**src/sv/kelmt_pkg.sv**
```systemverilog
// Shared types and constants of the key event listener match table.
// Holds the table geometry, operation and status codes, and the entry and payload structs.
// No dependencies.
package kelmt_pkg;

   localparam int TABLE_DEPTH  = 16;
   localparam int RESULT_LIMIT = 16;
   localparam int IDX_W        = (TABLE_DEPTH > 1) ? $clog2(TABLE_DEPTH) : 1;
   localparam int CNT_W        = $clog2(RESULT_LIMIT + 1);

   localparam logic [IDX_W-1:0] LAST_SLOT = IDX_W'(TABLE_DEPTH - 1);
   localparam logic [CNT_W-1:0] CNT_LIMIT = CNT_W'(RESULT_LIMIT);

   // operation codes carried in the mode field
   localparam logic [1:0] MODE_ADD    = 2'd0;
   localparam logic [1:0] MODE_REMOVE = 2'd1;
   localparam logic [1:0] MODE_EVENT  = 2'd2;
   localparam logic [1:0] MODE_NOP    = 2'd3;

   // result status codes
   localparam logic [1:0] STATUS_OK     = 2'd0;
   localparam logic [1:0] STATUS_EXISTS = 2'd1;
   localparam logic [1:0] STATUS_FULL   = 2'd2;

   // bit positions within the subscription flags
   localparam int FLAG_RELEASED  = 0;
   localparam int FLAG_PRESSED   = 1;
   localparam int FLAG_KEYCODE   = 2;
   localparam int FLAG_CHARACTER = 3;

   typedef struct packed {
      logic [15:0] thread_id;
      logic [3:0]  flags;
      logic [7:0]  key;
      logic [7:0]  modifier;
   } entry_type;

   typedef struct packed {
      logic [1:0]  mode;
      logic [15:0] thread_id;
      logic [3:0]  want_flags;
      logic [7:0]  want_key;
      logic [7:0]  modifier_bits;
      logic        is_release;
      logic [7:0]  event_keycode;
      logic [7:0]  event_char;
   } req_type;

   typedef struct packed {
      logic [1:0]  status;
      logic        hit;
      logic [15:0] hit_thread;
      logic        last;
   } rsp_type;

endpackage

```
**src/sv/kelmt_if.sv**
```systemverilog
// Valid/ready channel interfaces of the key event listener match table.
// Depends on kelmt_pkg for the payload structs.
interface kelmt_req_if;
   logic              valid;
   logic              ready;
   kelmt_pkg::req_type data;

   modport source (output valid, output data, input ready);
   modport sink   (input valid, input data, output ready);
endinterface

interface kelmt_rsp_if;
   logic              valid;
   logic              ready;
   kelmt_pkg::rsp_type data;

   modport source (output valid, output data, input ready);
   modport sink   (input valid, input data, output ready);
endinterface

```
**src/sv/key_event_listener_match_table_unit.sv**
```systemverilog
// Operation: a request transfer is followed by a scan of one table slot per cycle, held
// while a hit waits on a busy output register; the final result is then registered and
// transfers when rsp is ready. A new request is taken only in idle, after the final
// result of the last one is registered; the single slot comparator and the one read port
// of the entry store make the scan go slot by slot. A key event streams its hits during
// the scan. Reset is synchronous, active high: the table empties at once (valid bits
// cleared), the sequencer returns to idle and any held result is dropped.
module key_event_listener_match_table_unit (
   input  logic               clock,
   input  logic               reset,
   kelmt_req_if.sink          req_chan,
   kelmt_rsp_if.source        rsp_chan
);

   typedef enum logic [2:0] {
      ST_IDLE = 3'b001,
      ST_SCAN = 3'b010,
      ST_DONE = 3'b100
   } state_type;

   localparam int IDX_W = kelmt_pkg::IDX_W;
   localparam int CNT_W = kelmt_pkg::CNT_W;

   // sequencer and captured request
   state_type                          state_ff, state_in;
   kelmt_pkg::req_type                 req_ff;
   logic [IDX_W-1:0]                   scan_ff, scan_in;

   // entry store: one read port, registered read data
   kelmt_pkg::entry_type               mem [kelmt_pkg::TABLE_DEPTH];
   kelmt_pkg::entry_type               rd_ff;
   logic [IDX_W-1:0]                   rd_addr;
   logic                               mem_we;
   logic [kelmt_pkg::TABLE_DEPTH-1:0]  valid_ff;

   // scan results
   logic                               same_found_ff;
   logic [IDX_W-1:0]                   same_idx_ff;
   logic                               free_found_ff;
   logic [IDX_W-1:0]                   free_idx_ff;
   logic                               pend_vld_ff;
   logic [15:0]                        pend_thread_ff;
   logic [CNT_W-1:0]                   cnt_ff;

   // output register
   logic                               rsp_valid_ff;
   kelmt_pkg::rsp_type                 rsp_data_ff, rsp_data_in;

   // datapath terms
   kelmt_pkg::entry_type               probe;
   logic                               slot_v;
   logic                               is_same;
   logic                               edge_ok, key_ok, ev_hit;
   logic                               out_free, stall, adv;
   logic                               emit_mid, emit_end, accept;
   logic                               add_ok;

   // The request's own entry, compared against each slot for add and remove.
   assign probe = '{thread_id: req_ff.thread_id, flags: req_ff.want_flags,
                    key: req_ff.want_key, modifier: req_ff.modifier_bits};

   assign slot_v  = valid_ff[scan_ff];
   assign is_same = slot_v && (rd_ff == probe);

   // Key event test on the slot under the scan pointer.
   assign edge_ok = (rd_ff.flags[kelmt_pkg::FLAG_RELEASED] && req_ff.is_release) ||
                    (rd_ff.flags[kelmt_pkg::FLAG_PRESSED] && !req_ff.is_release);
   assign key_ok  = (rd_ff.flags[kelmt_pkg::FLAG_KEYCODE] &&
                     rd_ff.key == req_ff.event_keycode) ||
                    (rd_ff.flags[kelmt_pkg::FLAG_CHARACTER] &&
                     rd_ff.key == req_ff.event_char);
   assign ev_hit  = (state_ff == ST_SCAN) && slot_v &&
                    (req_ff.mode == kelmt_pkg::MODE_EVENT) &&
                    (rd_ff.modifier == req_ff.modifier_bits) &&
                    edge_ok && key_ok && (cnt_ff != kelmt_pkg::CNT_LIMIT);

   // A hit is held back in the hold register so the final one can carry the last mark.
   // Hold the scan when a held hit must move out but the output register is busy.
   assign out_free = !rsp_valid_ff || rsp_chan.ready;
   assign stall    = ev_hit && pend_vld_ff && !out_free;
   assign adv      = (state_ff == ST_SCAN) && !stall;
   assign emit_mid = ev_hit && pend_vld_ff && out_free;
   assign emit_end = (state_ff == ST_DONE) && out_free;
   assign accept   = (state_ff == ST_IDLE) && req_chan.valid;

   assign add_ok = (req_ff.mode == kelmt_pkg::MODE_ADD) && !same_found_ff && free_found_ff;
   assign mem_we = emit_end && add_ok;

   assign req_chan.ready = (state_ff == ST_IDLE);
   assign rsp_chan.valid = rsp_valid_ff;
   assign rsp_chan.data  = rsp_data_ff;

   // Read address: start at slot zero on a transfer, advance with the scan, hold on a stall.
   always_comb begin
      if (accept) begin
         rd_addr = '0;
      end else if (adv && scan_ff != kelmt_pkg::LAST_SLOT) begin
         rd_addr = scan_ff + 1'b1;
      end else begin
         rd_addr = scan_ff;
      end
   end

   always_comb begin
      state_in = state_ff;
      scan_in  = scan_ff;
      unique case (state_ff)
         ST_IDLE: begin
            if (accept) begin
               state_in = ST_SCAN;
               scan_in  = '0;
            end
         end
         ST_SCAN: begin
            if (adv) begin
               if (scan_ff == kelmt_pkg::LAST_SLOT) begin
                  state_in = ST_DONE;
               end else begin
                  scan_in = scan_ff + 1'b1;
               end
            end
         end
         ST_DONE: begin
            if (emit_end) begin
               state_in = ST_IDLE;
            end
         end
         default: begin
            state_in = ST_IDLE;
         end
      endcase
   end

   // Result formed for the output register.
   always_comb begin
      rsp_data_in = '{status: kelmt_pkg::STATUS_OK, hit: 1'b0, hit_thread: 16'd0, last: 1'b1};
      if (emit_mid) begin
         rsp_data_in.hit        = 1'b1;
         rsp_data_in.hit_thread = pend_thread_ff;
         rsp_data_in.last       = 1'b0;
      end else if (req_ff.mode == kelmt_pkg::MODE_ADD) begin
         if (same_found_ff) begin
            rsp_data_in.status = kelmt_pkg::STATUS_EXISTS;
         end else if (!free_found_ff) begin
            rsp_data_in.status = kelmt_pkg::STATUS_FULL;
         end
      end else if (req_ff.mode == kelmt_pkg::MODE_EVENT && pend_vld_ff) begin
         rsp_data_in.hit        = 1'b1;
         rsp_data_in.hit_thread = pend_thread_ff;
      end
   end

   // Entry store.
   always_ff @(posedge clock) begin
      if (mem_we) begin
         mem[free_idx_ff] <= probe;
      end
      rd_ff <= mem[rd_addr];
   end

   // Payload registers: no reset.
   always_ff @(posedge clock) begin
      if (accept) begin
         req_ff <= req_chan.data;
      end
      if (emit_mid || emit_end) begin
         rsp_data_ff <= rsp_data_in;
      end
      if (adv && is_same && !same_found_ff) begin
         same_idx_ff <= scan_ff;
      end
      if (adv && !slot_v && !free_found_ff) begin
         free_idx_ff <= scan_ff;
      end
      if (ev_hit && (!pend_vld_ff || out_free)) begin
         pend_thread_ff <= rd_ff.thread_id;
      end
   end

   // Control registers.
   always_ff @(posedge clock) begin
      if (reset) begin
         state_ff      <= ST_IDLE;
         scan_ff       <= '0;
         valid_ff      <= '0;
         same_found_ff <= 1'b0;
         free_found_ff <= 1'b0;
         pend_vld_ff   <= 1'b0;
         cnt_ff        <= '0;
         rsp_valid_ff  <= 1'b0;
      end else begin
         state_ff <= state_in;
         scan_ff  <= scan_in;

         if (accept) begin
            same_found_ff <= 1'b0;
            free_found_ff <= 1'b0;
            pend_vld_ff   <= 1'b0;
            cnt_ff        <= '0;
         end else begin
            if (adv && is_same) begin
               same_found_ff <= 1'b1;
            end
            if (adv && !slot_v) begin
               free_found_ff <= 1'b1;
            end
            // take a new hit into the hold stage once the previous one has moved on
            if (ev_hit && (!pend_vld_ff || out_free)) begin
               pend_vld_ff <= 1'b1;
               cnt_ff      <= cnt_ff + 1'b1;
            end
         end

         // commit table updates with the final transfer of the request
         if (emit_end) begin
            if (add_ok) begin
               valid_ff[free_idx_ff] <= 1'b1;
            end else if (req_ff.mode == kelmt_pkg::MODE_REMOVE && same_found_ff) begin
               valid_ff[same_idx_ff] <= 1'b0;
            end
         end

         if (emit_mid || emit_end) begin
            rsp_valid_ff <= 1'b1;
         end else if (rsp_chan.ready) begin
            rsp_valid_ff <= 1'b0;
         end
      end
   end

   // A stalled scan always has a held hit and a full output register behind it.
   a_stall_cause: assert property (@(posedge clock) disable iff (reset)
      (state_ff == ST_SCAN && !adv) |-> (pend_vld_ff && rsp_valid_ff))
      else $error("scan held without a pending hit and busy output");

   // Only a key event streams results without the last mark.
   a_mid_only_event: assert property (@(posedge clock) disable iff (reset)
      (emit_mid) |-> (state_ff == ST_SCAN && req_ff.mode == kelmt_pkg::MODE_EVENT))
      else $error("non-final result outside a key event scan");

   // A successful add occupies exactly one more slot.
   a_add_grows: assert property (@(posedge clock) disable iff (reset)
      (emit_end && add_ok) |=>
         ($countones(valid_ff) == $past($countones(valid_ff)) + 1))
      else $error("add did not occupy exactly one slot");

   // A hit result is always reported with an ok status.
   a_hit_ok: assert property (@(posedge clock) disable iff (reset)
      (rsp_valid_ff && rsp_data_ff.hit) |-> (rsp_data_ff.status == kelmt_pkg::STATUS_OK))
      else $error("hit result with non-ok status");

endmodule

```
**src/flat_wrapper.sv**
```systemverilog
// flat-port wrapper written by rule: the top's interface ports become plain ports
module key_event_listener_match_table_unit_flat 
  (clock, reset, req_chan_valid, req_chan_data, req_chan_ready, rsp_chan_valid, rsp_chan_data, rsp_chan_ready);
  kelmt_req_if req_chan_i ();
  kelmt_rsp_if rsp_chan_i ();
  input  logic clock;
  input  logic reset;
  input wire logic [$bits(req_chan_i.valid)-1:0] req_chan_valid;
  input wire logic [$bits(req_chan_i.data)-1:0] req_chan_data;
  output wire logic [$bits(req_chan_i.ready)-1:0] req_chan_ready;
  output wire logic [$bits(rsp_chan_i.valid)-1:0] rsp_chan_valid;
  output wire logic [$bits(rsp_chan_i.data)-1:0] rsp_chan_data;
  input wire logic [$bits(rsp_chan_i.ready)-1:0] rsp_chan_ready;
  assign req_chan_i.valid = req_chan_valid;
  assign req_chan_i.data = req_chan_data;
  assign req_chan_ready = req_chan_i.ready;
  assign rsp_chan_valid = rsp_chan_i.valid;
  assign rsp_chan_data = rsp_chan_i.data;
  assign rsp_chan_i.ready = rsp_chan_ready;
  key_event_listener_match_table_unit u_core (.clock(clock), .reset(reset), .req_chan(req_chan_i), .rsp_chan(rsp_chan_i));
endmodule
```
**config.mk**
```make
export PLATFORM = sky130hd
export DESIGN_NAME = key_event_listener_match_table_unit_flat
export DESIGN_NICKNAME = d
export VERILOG_FILES = /design/src/sv/kelmt_pkg.sv /design/src/sv/kelmt_if.sv /design/src/sv/key_event_listener_match_table_unit.sv /design/src/flat_wrapper.sv
export SDC_FILE = /design/constraint.sdc
export NUM_CORES = 1
export LEC_CHECK = 0
export ABC_CLOCK_PERIOD_IN_PS = 7040
export BUFFER_PORTS_ARGS = -buffer_cell sky130_fd_sc_hd__buf_4
export CAP_MARGIN = 20
export CORE_ASPECT_RATIO = 1.4
export CORE_MARGIN = 3
export CORE_UTILIZATION = 60
export CTS_CLUSTER_DIAMETER = 80
export CTS_CLUSTER_SIZE = 40
export DETAILED_ROUTE_END_ITERATION = 8
export PLACE_DENSITY_LB_ADDON = 0.12
export SETUP_SLACK_MARGIN = 0.2
export SLEW_MARGIN = 20
export SYNTH_ARGS = -nofsm -noshare
export SYNTH_HDL_FRONTEND = slang
export SYNTH_SLANG_ARGS = --single-unit
```
**constraint.sdc**
```tcl
create_clock -name clock -period 7.04 [get_ports clock]
set_input_delay 0.352 -clock clock [delete_from_list [all_inputs] [get_ports clock]]
set_output_delay 0.352 -clock clock [all_outputs]
set_load 0.01 [all_outputs]
```
Yosys cells after proc, flatten, opt, wreduce, memory -nomap -nowiden. Memories as Yosys holds them, arrays and structs flattened. A register that Yosys moved wholly into a read port is not among the register bits. Cells that the tools add are included.

Input bits: 59. Output and inout bits: 22. Register bits: 131. Memories: 1. Word-level logic and storage cells: 135. Bits in writable memories: 576.

$add $sub $neg: 2. Bitwise gates (word level): 4. Order comparisons: 5. Equality and inequality tests: 17. Multiplexer cells: 29. Reductions and logical operators: 53.

Memory list: u_core.mem (words 16, width 36, read ports 1, clocked after memory_dff 1, wr ports 1, RTL line key_event_listener_match_table_unit.sv:30) `kelmt_pkg::entry_type mem [kelmt_pkg::TABLE_DEPTH];`.

Operators by type and width (count): $mux W16 (3); $eq A36 B36 Y1 (1); $mux W17 (2); $logic_and A1 B1 Y1 (30); $eq A8 B8 Y1 (3); $mux W4 (5); $and A16 B16 Y16 (1); $not A16 Y16 (1); $or A16 B16 Y16 (1); $lt A4 B5 Y1 const B (3); $mux W3 (4); $mux W1 (9); $pmux W3 S3 (1); $demux W1 S4 (2); $ge A4 B1 Y1 const B (2); $logic_not A1 Y1 (8); $pmux W4 S2 (1); $reduce_and A4 Y1 (2); $ne A2 B1 Y1 const B (3); $reduce_bool A2 Y1 (3); $add A5 B1 Y5 const B (1); $logic_or A1 B1 Y1 (5); $ne A5 B5 Y1 const B (1); $add A4 B1 Y4 const B (1); 15 further kinds (17).

Depth between registers and ports, before layout. Gate-level depths: netlist of run 1.

Word-level depth: 15. Gate-level depth with buffers: 15.

Worst setup path after synthesis of run 1. No wires, ideal clock.

Kind: register to register. Start: register u_core.rsp_valid_ff (netlist: u_core.rsp_chan.valid). End: memory u_core.mem[0][0] in the netlist's numbering, enable pin. Arrival time: 3743 ps. Setup slack: 2821 ps. Cell stages (with the launch flop): 6. Cell sequence: dfxtp_1 -> nor2b_1 -> or3_1 -> nor2_1 -> nand2_1 -> nor3_1.

Cells in the longest elaborated chain, start to end: 6.

Ends and longest elaborated chain: start, declared (RTL line key_event_listener_match_table_unit.sv:46) `logic rsp_valid_ff;`; start signal, assigned (RTL line key_event_listener_match_table_unit.sv:190) `rsp_valid_ff <= 1'b0;`; start signal, assigned (RTL line key_event_listener_match_table_unit.sv:224) `rsp_valid_ff <= 1'b1;`; start signal, assigned (RTL line key_event_listener_match_table_unit.sv:226) `rsp_valid_ff <= 1'b0;`; $logic_not A1 Y1 (RTL line key_event_listener_match_table_unit.sv:79) `assign out_free = !rsp_valid_ff || rsp_chan.ready;`; $logic_or A1 B1 Y1 (RTL line key_event_listener_match_table_unit.sv:79); $logic_and A1 B1 Y1 (RTL line key_event_listener_match_table_unit.sv:83) `assign emit_end = (state_ff == ST_DONE) && out_free;`; $logic_and A1 B1 Y1 (RTL line key_event_listener_match_table_unit.sv:87) `assign mem_we = emit_end && add_ok;`; $mux W1 (RTL line key_event_listener_match_table_unit.sv:155) `if (mem_we) begin`; $mux W1 (implied by the code) (RTL line key_event_listener_match_table_unit.sv:156) `mem[free_idx_ff] <= probe;`; end, declared (RTL line key_event_listener_match_table_unit.sv:30).

Every way passes these cells.

Final worst setup path of run 1.
Start: register u_core.req_ff[53] in the netlist's numbering. End: register, netlist name u_core.rd_ff[29].

Cells in the longest elaborated chain, start to end: 13.

Ends and longest elaborated chain: start, declared (RTL line key_event_listener_match_table_unit.sv:26) `kelmt_pkg::req_type req_ff;`; start signal, assigned (RTL line key_event_listener_match_table_unit.sv:164) `req_ff <= req_chan.data;`; $eq A2 B2 Y1 (RTL line key_event_listener_match_table_unit.sv:73) `(req_ff.mode == kelmt_pkg::MODE_EVENT) &&`; $logic_and A1 B1 Y1 (RTL line key_event_listener_match_table_unit.sv:72) `assign ev_hit = (state_ff == ST_SCAN) && slot_v &&`; $logic_and A1 B1 Y1 (RTL line key_event_listener_match_table_unit.sv:73); $logic_and A1 B1 Y1 (RTL line key_event_listener_match_table_unit.sv:74) `(rd_ff.modifier == req_ff.modifier_bits) &&`; $logic_and A1 B1 Y1 (2 in series) (RTL line key_event_listener_match_table_unit.sv:75) `edge_ok && key_ok && (cnt_ff != kelmt_pkg::CNT_LIMIT);`; $logic_and A1 B1 Y1 (2 in series) (RTL line key_event_listener_match_table_unit.sv:80) `assign stall = ev_hit && pend_vld_ff && !out_free;`; $logic_not A1 Y1 (RTL line key_event_listener_match_table_unit.sv:81) `assign adv = (state_ff == ST_SCAN) && !stall;`; $logic_and A1 B1 Y1 (RTL line key_event_listener_match_table_unit.sv:81); $logic_and A1 B1 Y1 (RTL line key_event_listener_match_table_unit.sv:97) `end else if (adv && scan_ff != kelmt_pkg::LAST_SLOT) begin`; $mux W4 (RTL line key_event_listener_match_table_unit.sv:97); $mux W4 (RTL line key_event_listener_match_table_unit.sv:95) `if (accept) begin`.

Every way passes these cells. A chain may end at the register's enable or synchronous reset.

==> impl_metrics.csv, run 1 <==
group,metric,value,unit
pwr,pwr-share-clk,30.8,%
setup_path,cp-start-kind,"register",
sta,timing_hold_violations_final,0,
clocking,post-cts-setup-buffers,0,
sta,holdWs,0.08276,ns
global_route,grt_max_degree,143,
final_layout,insertedDiodeCount,0,
detailed_routing,vias_per_cell,6.794,
pwr,p_sw,0.001695,W
clocking,worst_skew_pair.late_latency,0.63,ns
yosys,synth_seq_cells,743,
detailed_routing,wl_per_cell,27.51,um
final_layout,ff_latch_area,21630,sq um
yosys,synth-edff-count,675,
yosys,synth_nets,2061,
sta,tightest_slew,1.093,ns
sta,setup_viol,0,
setup_path,required,7.62,ns
yosys,netlist.area_leader.share,68.80,%
die,chipHeight,268.2,um
detailed_routing,wl,74500,um
sta,max_freq,0.1882,GHz
clocking,cts_inserted_buffers,28,
pwr,swShare,22.40,%
sta,clock_skew,0.02257,ns
global_route,grt_pass1_wl,111400,um
die,die_w,193.3,um
yosys,synth_flop_cell,"edfxtp_1",
placed_design,io_buffers,80,
final_layout,drive_gt1_share,10.97,%
global_route,antenna_found_initial,0,
detailed_routing,vias,18400,
final_layout,design_area,32500,sq um
yosys,synth_area,29460,sq um
clocking,htreeDepth,1,
die,core_area,48260,sq um
placed_design,dpl_worst_slack,1.993,ns
detailed_routing,dr.first_iter.drc_count,2209,
yosys,synthDistinctLibCells,57,
flow_run,drv_cap,0,
final_layout,multiInputGateArea,7428,sq um
detailed_routing,first_pass_iters,6,
setup_path,cp_max_fo,142,
die,io_pins,81,
sta,rsz0062_at_grt,"no",
sta,slew_viol_final,0,
setup_path,critPathSlowestCell,"a211oi_2",
clocking,root_buffer,"clkbuf_16",
yosys,synth_warnings,0,
yosys,async_flop_share,0,%
pwr,p_int,0.005871,W
final_layout,final_cell_mix,"edfxtp_1, nand2_1, a21oi_1, buf_4, a41o_1",
sta,postLayoutSetupSlackWorst,1.726,ns
setup_path,path_class,"reg -> reg",
final_layout,nFillCells,3313,
global_route,grtUsageTotal,28.02,%
die,row_count,95,
global_route,grt_overflow_total,0,
sta,slew_headroom,27.13,%
sta,fin_crit_sh,75.48,%
placed_design,gp_congestion,0.8336,
die,start_util,61.04,%
pwr,p_comb_share,3.9,%
placed_design,dpl_cell_area,30870,sq um
setup_path,cp-end-kind,"register",
die,die_area,51830,sq um
global_route,grt_pass1_vias,18020,
pwr,ir_drop,0.2408,mV
clocking,cts.sinks,743,
sta,setup-tns-final,0,ns
yosys,synth_seq_area_share,73.43,%
setup_path,crit_chain,"and3b_1 -> nor4b_2 -> nand4_1 -> a211oi_2 -> o21ai_4 -> buf_4 -> a21oi_4 -> buf_12 -> a21oi_1 -> o32ai_1 -> a311o_1",
final_layout,nets,2118,
clocking,cts_tree,"yes",
final_layout,areaGrowthSynthToFinish,10.32,%
clocking,post_cts_resize_count,0,
clocking,clk_transition_reported_paths,0.14,ns
yosys,yosysTopAreaCell,"edfxtp_1",
setup_path,crit_path_max_incr_delay,0.71,ns
detailed_routing,ant_nets,0,
detailed_routing,drc,0,
sta,fin_crit,5.314,ns
pwr,pwr-share-seq,65.3,%
pwr,p_leak,10.84,nW
yosys,synthTopCellsByArea,"edfxtp_1, dfxtp_1, a21oi_1",
min_path,hold_class,"in -> reg",
outcome,outcome,"finished, final reports clean",
pwr,powerDensity,232.8,nW/um^2
placed_design,dp_hpwl,38820,um
setup_path,crit_arrival,5.89,ns
final_layout,final_common_cell,"edfxtp_1",
yosys,synth_cells,1999,
clocking,cts_buffer_depth,3,
yosys,post_synth.cell_area_avg,14.74,sq um
pwr,p_total,0.007565,W
==> cells by family after synthesis <==
| logic type | synth area share [%] |
|---|---|
| buffers and inverters | 2.141 |
| adders and majority gates | 0.1274 |
| muxes | 1.822 |
| DFF | 73.43 |
| and+or+nand+nor | 6.821 |
| AOI/OAI and AO/OA | 13.97 |
| xor gates and xnor gates | 1.695 |
==> metrics by stage <==
stage | util, % | cells
4_1_cts | 67.34 | 2708
6_report | 67.34 | 2708
5_1_grt | 67.34 | 2708
3_5_place_dp | 63.96 | 2601
2_1_floorplan | - | 1999
3_3_place_gp | 63.96 | 2601
==> cell type report <==
type                    instances  share of cell area, %
clock buffers                  33                  2.279
clock inverters                19                  1.043
inverters                       5                0.06160
multi-input cells            1098                  22.86
flip-flops and latches        743                  66.56
well taps                     630                  2.426
repair buffers                180                  4.774
==> routing by layer <==
metal	global-route usage [%]	part of all wire, %	vias up
li1	-	-	7989
met1	38.89	39	9248
met2	47.13	49	999
met3	3.047	8.1	162
met4	9.779	3.6	0
met5	0	0	-
==> registers in the layout, indices dropped and copies added (netlist names), 5 cells and up <==
register               cells
u_core.cnt_ff              5
u_core.mem               576
u_core.pend_thread_ff     16
u_core.probe              36
u_core.rd_ff              36
u_core.req_ff             19
u_core.rsp_chan.data      20
u_core.valid_ff           16
==> worst paths after layout <==
check	from	end	slack, ns	depth (start not counted)
min	reset	u_core.valid_ff[1]	0.08	2
min reg2reg	u_core.rd_ff[32]	u_core.pend_thread_ff[12]	0.49	0
max reg2reg	u_core.req_ff[53]	u_core.rd_ff[29]	1.73	11
max	u_core.req_ff[53]	u_core.rd_ff[29]	1.73	11
==> critical path, delay by kind of cell (launching register included) <==
kind	cells	cell delay, ns
AO/OA/AOI/OAI	6	1.97
AND/OR/NAND/NOR	3	1.77
buffers and inverters	2	0.89
flip-flops	1	0.51
==> Yosys cell counts, types with 30 or more instances <==
cell and n:
edfxtp_1 675, nand2_1 237, a21oi_1 233, clkbuf_1 116, a41o_1 108, dfxtp_1 68, a221oi_1 63, and2_1 56
nor2_1 45, xor2_1 41, mux2i_1 39, a311o_1 36, o32ai_1 36, o211ai_1 35, buf_2 30
==> power groups by stage <==
stage | registers [W] | logic, W | clock network (W)
finish | 0.00494 | 0.000299 | 0.00233
detailed placement | 0.00504 | 0.000272 | 0
floorplan | 0.00500 | 0.000161 | 0
CTS | 0.00494 | 0.000298 | 0.00236
global placement | 0.00503 | 0.000268 | 0
global route | 0.00495 | 0.000319 | 0.00251
==> timing repair <==
action	in CTS	in global routing
hold buffers	55	0
hold endpoints to repair	55	0
setup endpoints to repair	0	0
No activity file was read; power rests on OpenSTA's default activity.
==> run 2, diff against run 1 <==
--- a/config.mk
+++ b/config.mk
@@ -5,12 +5,12 @@
 export SDC_FILE = /design/constraint.sdc
 export NUM_CORES = 1
 export LEC_CHECK = 0
-export ABC_CLOCK_PERIOD_IN_PS = 7040
+export ABC_CLOCK_PERIOD_IN_PS = 4800
 export BUFFER_PORTS_ARGS = -buffer_cell sky130_fd_sc_hd__buf_4
 export CAP_MARGIN = 20
 export CORE_ASPECT_RATIO = 1.4
 export CORE_MARGIN = 3
-export CORE_UTILIZATION = 60
+export CORE_UTILIZATION = 56
 export CTS_CLUSTER_DIAMETER = 80
 export CTS_CLUSTER_SIZE = 40
 export DETAILED_ROUTE_END_ITERATION = 8
==> constraint.sdc (replaced) <==
create_clock -name clock -period 4.8 [get_ports clock]
set_input_delay 0.24 -clock clock [delete_from_list [all_inputs] [get_ports clock]]
set_output_delay 0.24 -clock clock [all_outputs]
set_load 0.01 [all_outputs]
==> impl_metrics.csv, run 2 (synthesized netlist as in run 1, its figures left out) <==
group,metric,value,unit
final_layout,ff_latch_area,21630,sq um
sta,max_freq,0.2288,GHz
die,die_w,199.8,um
setup_path,crit_arrival,4.94,ns
global_route,grt_overflow_total,0,
pwr,p_leak,11.05,nW
setup_path,path_class,"reg -> reg",
sta,setup-tns-final,0,ns
pwr,powerDensity,338.2,nW/um^2
global_route,grt_max_degree,109,
clocking,clk_transition_reported_paths,0.15,ns
placed_design,dp_hpwl,41970,um
setup_path,critPathSlowestCell,"nor3_1",
detailed_routing,wl_per_cell,28.19,um
detailed_routing,wl,77740,um
clocking,cts_tree,"yes",
min_path,hold_start,"req_chan_valid",
global_route,grt_pass1_wl,115200,um
clocking,cts.sinks,743,
setup_path,cp-start-kind,"register",
global_route,grt_pass1_vias,18160,
placed_design,gp_congestion,0.8129,
min_path,hold_class,"in -> reg",
setup_path,r2r_start,"u_core.rd_ff[15]",
final_layout,drive_gt1_share,12.33,%
setup_path,critPathLaunch,"u_core.rd_ff[15]",
detailed_routing,ant_nets,0,
detailed_routing,vias,18370,
clocking,htreeDepth,1,
setup_path,crit_chain,"xor2_1 -> nor3_1 -> nand4_1 -> a211oi_2 -> o31a_1 -> o21a_1 -> nand3_2 -> buf_4 -> o32ai_1 -> a311o_1",
final_layout,largest_reg_flops,576,
die,core_area,51500,sq um
clocking,post-cts-setup-buffers,0,
clocking,root_buffer,"clkbuf_16",
global_route,antenna_found_initial,2,
detailed_routing,vias_per_cell,6.662,
setup_path,cp-end-kind,"register",
placed_design,io_buffers,80,
sta,setup_viol,0,
flow_run,drv_cap,0,
die,die_area,55430,sq um
final_layout,nets,2149,
sta,timing_hold_violations_final,0,
detailed_routing,dr.first_iter.drc_count,2046,
final_layout,areaGrowthSynthToFinish,11.79,%
placed_design,dpl_worst_slack,0.3364,ns
placed_design,dpl_cell_area,31290,sq um
outcome,outcome,"finished, final reports clean",
clocking,worst_skew_pair.late_latency,0.64,ns
sta,fin_crit_sh,91.06,%
sta,tightest_slew,1.094,ns
setup_path,required,5.37,ns
pwr,p_int,0.008624,W
final_layout,multiInputGateArea,7441,sq um
sta,slew_viol_final,0,
sta,slew_headroom,26.91,%
sta,clock_skew,0.03316,ns
clocking,cts_buffer_depth,3,
final_layout,largest-register,"u_core.mem",
die,start_util,57.20,%
final_layout,nFillCells,3646,
setup_path,crit_path_max_incr_delay,0.81,ns
final_layout,final_cell_mix,"edfxtp_1, nand2_1, a21oi_1, buf_4, a41o_1",
pwr,p_sw,0.002514,W
pwr,p_comb_share,4.2,%
sta,postLayoutSetupSlackWorst,0.4292,ns
die,row_count,98,
global_route,grtUsageTotal,27.84,%
final_layout,final_common_cell,"edfxtp_1",
detailed_routing,first_pass_iters,5,
sta,rsz0062_at_grt,"no",
die,chipHeight,277.4,um
pwr,ir_drop,0.3340,mV
sta,holdWs,0.08119,ns
final_layout,design_area,32930,sq um
pwr,swShare,22.57,%
die,io_pins,81,
setup_path,cp_max_fo,18,
pwr,pwr-share-clk,30.8,%
final_layout,insertedDiodeCount,0,
pwr,pwr-share-seq,65.0,%
sta,fin_crit,4.371,ns
clocking,cts_inserted_buffers,28,
detailed_routing,drc,0,
run 2: layer usage:
layer	routed length [um]	track usage, %
met4	2175	8.004
met2	37670	45.21
met1	31250	39.92
met3	6612	3.681
met5	24	0
run 2: repair_timing:
| item | CTS | global route |
|---|---|---|
| resized for setup | 0 | 0 |
| endpoints found under the hold margin | 75 | 0 |
| hold buffers | 56 | 0 |
run 2: metrics by stage:
| stage | total power [W] | utilization (%) | instances |
|---|---|---|---|
| 6_report | 0.01114 | 63.95 | 2758 |
| 5_1_grt | 0.01145 | 63.95 | 2758 |
| 4_1_cts | 0.01118 | 63.92 | 2758 |
| 3_5_place_dp | 0.007811 | 60.77 | 2651 |
| 3_3_place_gp | 0.007801 | 60.77 | 2651 |
| 2_1_floorplan | 0.007574 | - | 1999 |
run 2: final timing paths:
| check | to | slack (ns) | cells past startpoint |
|---|---|---|---|
| setup / recovery | u_core.rd_ff[21] | 0.43 | 10 |
| hold / removal | u_core.state_ff[0] | 0.08 | 4 |
| setup reg to reg | u_core.rd_ff[21] | 0.43 | 10 |
| hold reg to reg | u_core.valid_ff[13] | 0.49 | 2 |
run 2: cell type report:
cell class | count | area share, %
Multi-Input combinational cell | 1098 | 22.59
Inverter | 5 | 0.06079
Clock buffer | 32 | 2.238
Tap cell | 650 | 2.470
Clock inverter | 19 | 0.9992
Sequential cell | 743 | 65.68
Timing Repair Buffer | 211 | 5.957
run 2: power groups by stage:
stage	registers (W)	logic (W)	clock network, W
5_1_grt	0.00726	0.000499	0.00370
4_1_cts	0.00724	0.000461	0.00348
3_5_place_dp	0.00739	0.000423	0
3_3_place_gp	0.00738	0.000419	0
2_1_floorplan	0.00734	0.000237	0
6_report	0.00724	0.000466	0.00343
run 2: critical path, delay by kind of cell, from the launching register on:
kind,cells,cell delay (ns)
AND/OR/NAND/NOR,3,1.68
AO/OA/AOI/OAI,5,1.55
flip-flops,1,0.49
buffers and inverters,1,0.43
XOR/XNOR,1,0.12
==> run 3, diff against run 2 <==
--- a/config.mk
+++ b/config.mk
@@ -5,12 +5,12 @@
 export SDC_FILE = /design/constraint.sdc
 export NUM_CORES = 1
 export LEC_CHECK = 0
-export ABC_CLOCK_PERIOD_IN_PS = 4800
+export ABC_CLOCK_PERIOD_IN_PS = 4400
 export BUFFER_PORTS_ARGS = -buffer_cell sky130_fd_sc_hd__buf_4
 export CAP_MARGIN = 20
 export CORE_ASPECT_RATIO = 1.4
 export CORE_MARGIN = 3
-export CORE_UTILIZATION = 56
+export CORE_UTILIZATION = 60
 export CTS_CLUSTER_DIAMETER = 80
 export CTS_CLUSTER_SIZE = 40
 export DETAILED_ROUTE_END_ITERATION = 8
==> constraint.sdc (replaced) <==
create_clock -name clock -period 4.4 [get_ports clock]
set_input_delay 0.22 -clock clock [delete_from_list [all_inputs] [get_ports clock]]
set_output_delay 0.22 -clock clock [all_outputs]
set_load 0.01 [all_outputs]
==> impl_metrics.csv, run 3 (synthesized netlist as in run 1, its figures left out) <==
group,metric,value,unit
outcome,outcome,"finished, final reports clean",
sta,timing_hold_violations_final,0,
detailed_routing,vias,18640,
sta,tightest_slew,1.005,ns
final_layout,drive_gt1_share,12.73,%
final_layout,ff_latch_area,21630,sq um
pwr,swShare,21.62,%
detailed_routing,drc,0,
global_route,grt_overflow_total,0,
final_layout,instances_no_fill,2751,
sta,max_freq,0.2497,GHz
clocking,worst_skew_pair.late_latency,0.61,ns
sta,holdWs,0.04434,ns
min_path,hold_class,"in -> reg",
final_layout,nFillCells,3340,
clocking,root_buffer,"clkbuf_16",
detailed_routing,first_pass_iters,5,
die,start_util,61.04,%
setup_path,crit_cells,12,
global_route,grt_use_met3,4.176,%
sta,postLayoutSetupSlackWorst,0.3956,ns
setup_path,path_class,"reg -> reg",
setup_path,r2r_start,"u_core.req_ff[53]",
detailed_routing,wl_per_cell,27.84,um
clocking,htreeDepth,1,
pwr,p_comb_share,4.5,%
placed_design,placedCellCount,2653,
clocking,post-cts-setup-buffers,0,
setup_path,cp-end-kind,"register",
global_route,gr-max-usage-layer,"met2",
die,chipHeight,268.2,um
die,io_pins,81,
detailed_routing,ant_nets,0,
final_layout,design_area,32920,sq um
placed_design,dp_hpwl,42500,um
global_route,grt_max_degree,109,
setup_path,reg2regPathDepth,12,
sta,rsz0062_at_grt,"yes",
final_layout,multiInputGateArea,7468,sq um
clocking,cts_inserted_buffers,25,
final_layout,areaGrowthSynthToFinish,11.74,%
global_route,use_met2,48.29,%
flow_run,drv_cap,0,
sta,fin_crit,4.004,ns
setup_path,regToRegSetupSlack,0.40,ns
clocking,cts_tree,"yes",
die,die_area,51830,sq um
detailed_routing,dr.first_iter.drc_count,2086,
setup_path,critPathLaunch,"u_core.req_ff[53]",
global_route,grt_pass1_wl,114300,um
clocking,clk_transition_reported_paths,0.13,ns
detailed_routing,vias_per_cell,6.776,
pwr,p_int,0.009181,W
global_route,antenna_found_initial,0,
placed_design,dpl_cell_area,31510,sq um
setup_path,cp_num_buf_inv,4,
sta,setup_viol,0,
pwr,pwr-share-seq,67.3,%
setup_path,cpLargestDelayFamily,"simple AND/OR/NAND/NOR gates",
setup_path,crit_path_max_incr_delay,0.49,ns
global_route,met1_usage,39.31,%
die,core_area,48260,sq um
setup_path,r2r-end,"u_core.rd_ff[0]",
pwr,p_sw,0.002532,W
placed_design,gp_congestion,0.8545,
setup_path,crit_arrival,4.51,ns
final_layout,final_cell_mix,"edfxtp_1, nand2_1, a21oi_1, buf_4, a41o_1",
setup_path,critPathSlowestCell,"edfxtp_1",
setup_path,cp-start-kind,"register",
setup_path,endpoint,"u_core.rd_ff[0]",
setup_path,crit_chain,"and3b_1 -> buf_4 -> nor4b_4 -> nand4_1 -> buf_4 -> a31oi_1 -> nand3_4 -> buf_12 -> buf_4 -> a221oi_1 -> o32ai_1 -> a311o_1",
final_layout,nets,2168,
pwr,p_leak,11.07,nW
setup_path,critPathMostFrequentCell,"buf_4",
detailed_routing,wl,76590,um
die,die_w,193.3,um
global_route,grtUsageTotal,28.91,%
final_layout,largest_reg_flops,576,
global_route,grt_pass1_vias,18180,
final_layout,insertedDiodeCount,0,
pwr,ir_drop,0.3396,mV
placed_design,io_buffers,80,
clocking,cts.sinks,743,
setup_path,required,4.90,ns
final_layout,largest-register,"u_core.mem",
sta,fin_crit_sh,91.01,%
pwr,powerDensity,355.8,nW/um^2
sta,slew_viol_final,0,
final_layout,final_common_cell,"edfxtp_1",
die,row_count,95,
placed_design,dpl_worst_slack,0.2794,ns
sta,setup-tns-final,0,ns
clocking,cts_buffer_depth,3,
pwr,pwr-share-clk,28.1,%
setup_path,cp_max_fo,31,
sta,slew_headroom,32.40,%
sta,clock_skew,0.02866,ns
## run 3: cell types whose count changed in the layout (fill, tap and decap cells not counted), sizes merged
| cell | delta |
|---|---|
| buf | +22 |
| inv | -6 |
| clkbuf | -3 |
| clkinv | -1 |
| clkinvlp | +1 |
## run 3: routing by layer
layer	part of all wire [%]	up-vias
met4	4.2	0
met3	8.8	199
met2	49	1068
li1	-	8074
met1	38	9299
met5	0	-
## run 3: area by class of cell
class                   count  area share [%]
repair buffers            233           6.625
multi-input cells        1098           22.69
well taps                 630           2.395
inverters                   5         0.06081
flip-flops and latches    743           65.71
clock buffers              29           1.946
clock inverters            13          0.5777
## run 3: power groups by stage
stage	sequential [W]	clock, W	combinational, W
after global placement	0.00804	0	0.000474
after detailed placement	0.00804	0	0.000482
after global routing	0.00790	0.00358	0.000567
final	0.00789	0.00329	0.000532
after floorplan	0.00800	0	0.000258
after CTS	0.00788	0.00334	0.000525
## run 3: worst min-delay path by stage
stage,start,endpoint,slack [ns],depth (start not counted)
after floorplan,reset,u_core.state_ff[2],0.30,1
after global placement,req_chan_data[5],u_core.req_ff[5],0.40,1
after detailed placement,req_chan_data[4],u_core.req_ff[4],0.40,1
after CTS,req_chan_valid,u_core.state_ff[0],0.006,4
after global routing,req_chan_valid,u_core.state_ff[0],0.05,4
final,req_chan_valid,u_core.state_ff[0],0.04,4
## run 3: what timing repair did
action | in CTS | in global routing
resized for setup | 0 | 3
hold buffers | 56 | 0
endpoints found under the hold margin | 76 | 0
endpoints found under the setup margin | 0 | 36
## run 3: tightest hold or removal path: cells and delay by family
kind / cells / cell delay, ns
compound gates: 2 / 0.20
buf+inv: 1 / 0.13
simple gates: 1 / 0.08
## run 3: per-stage QoR
step | util (%) | power [W]
after floorplan | - | 0.008263
after global placement | 65.29 | 0.008510
after detailed placement | 65.29 | 0.008524
after CTS | 68.17 | 0.01174
after global routing | 68.21 | 0.01204
final | 68.21 | 0.01171
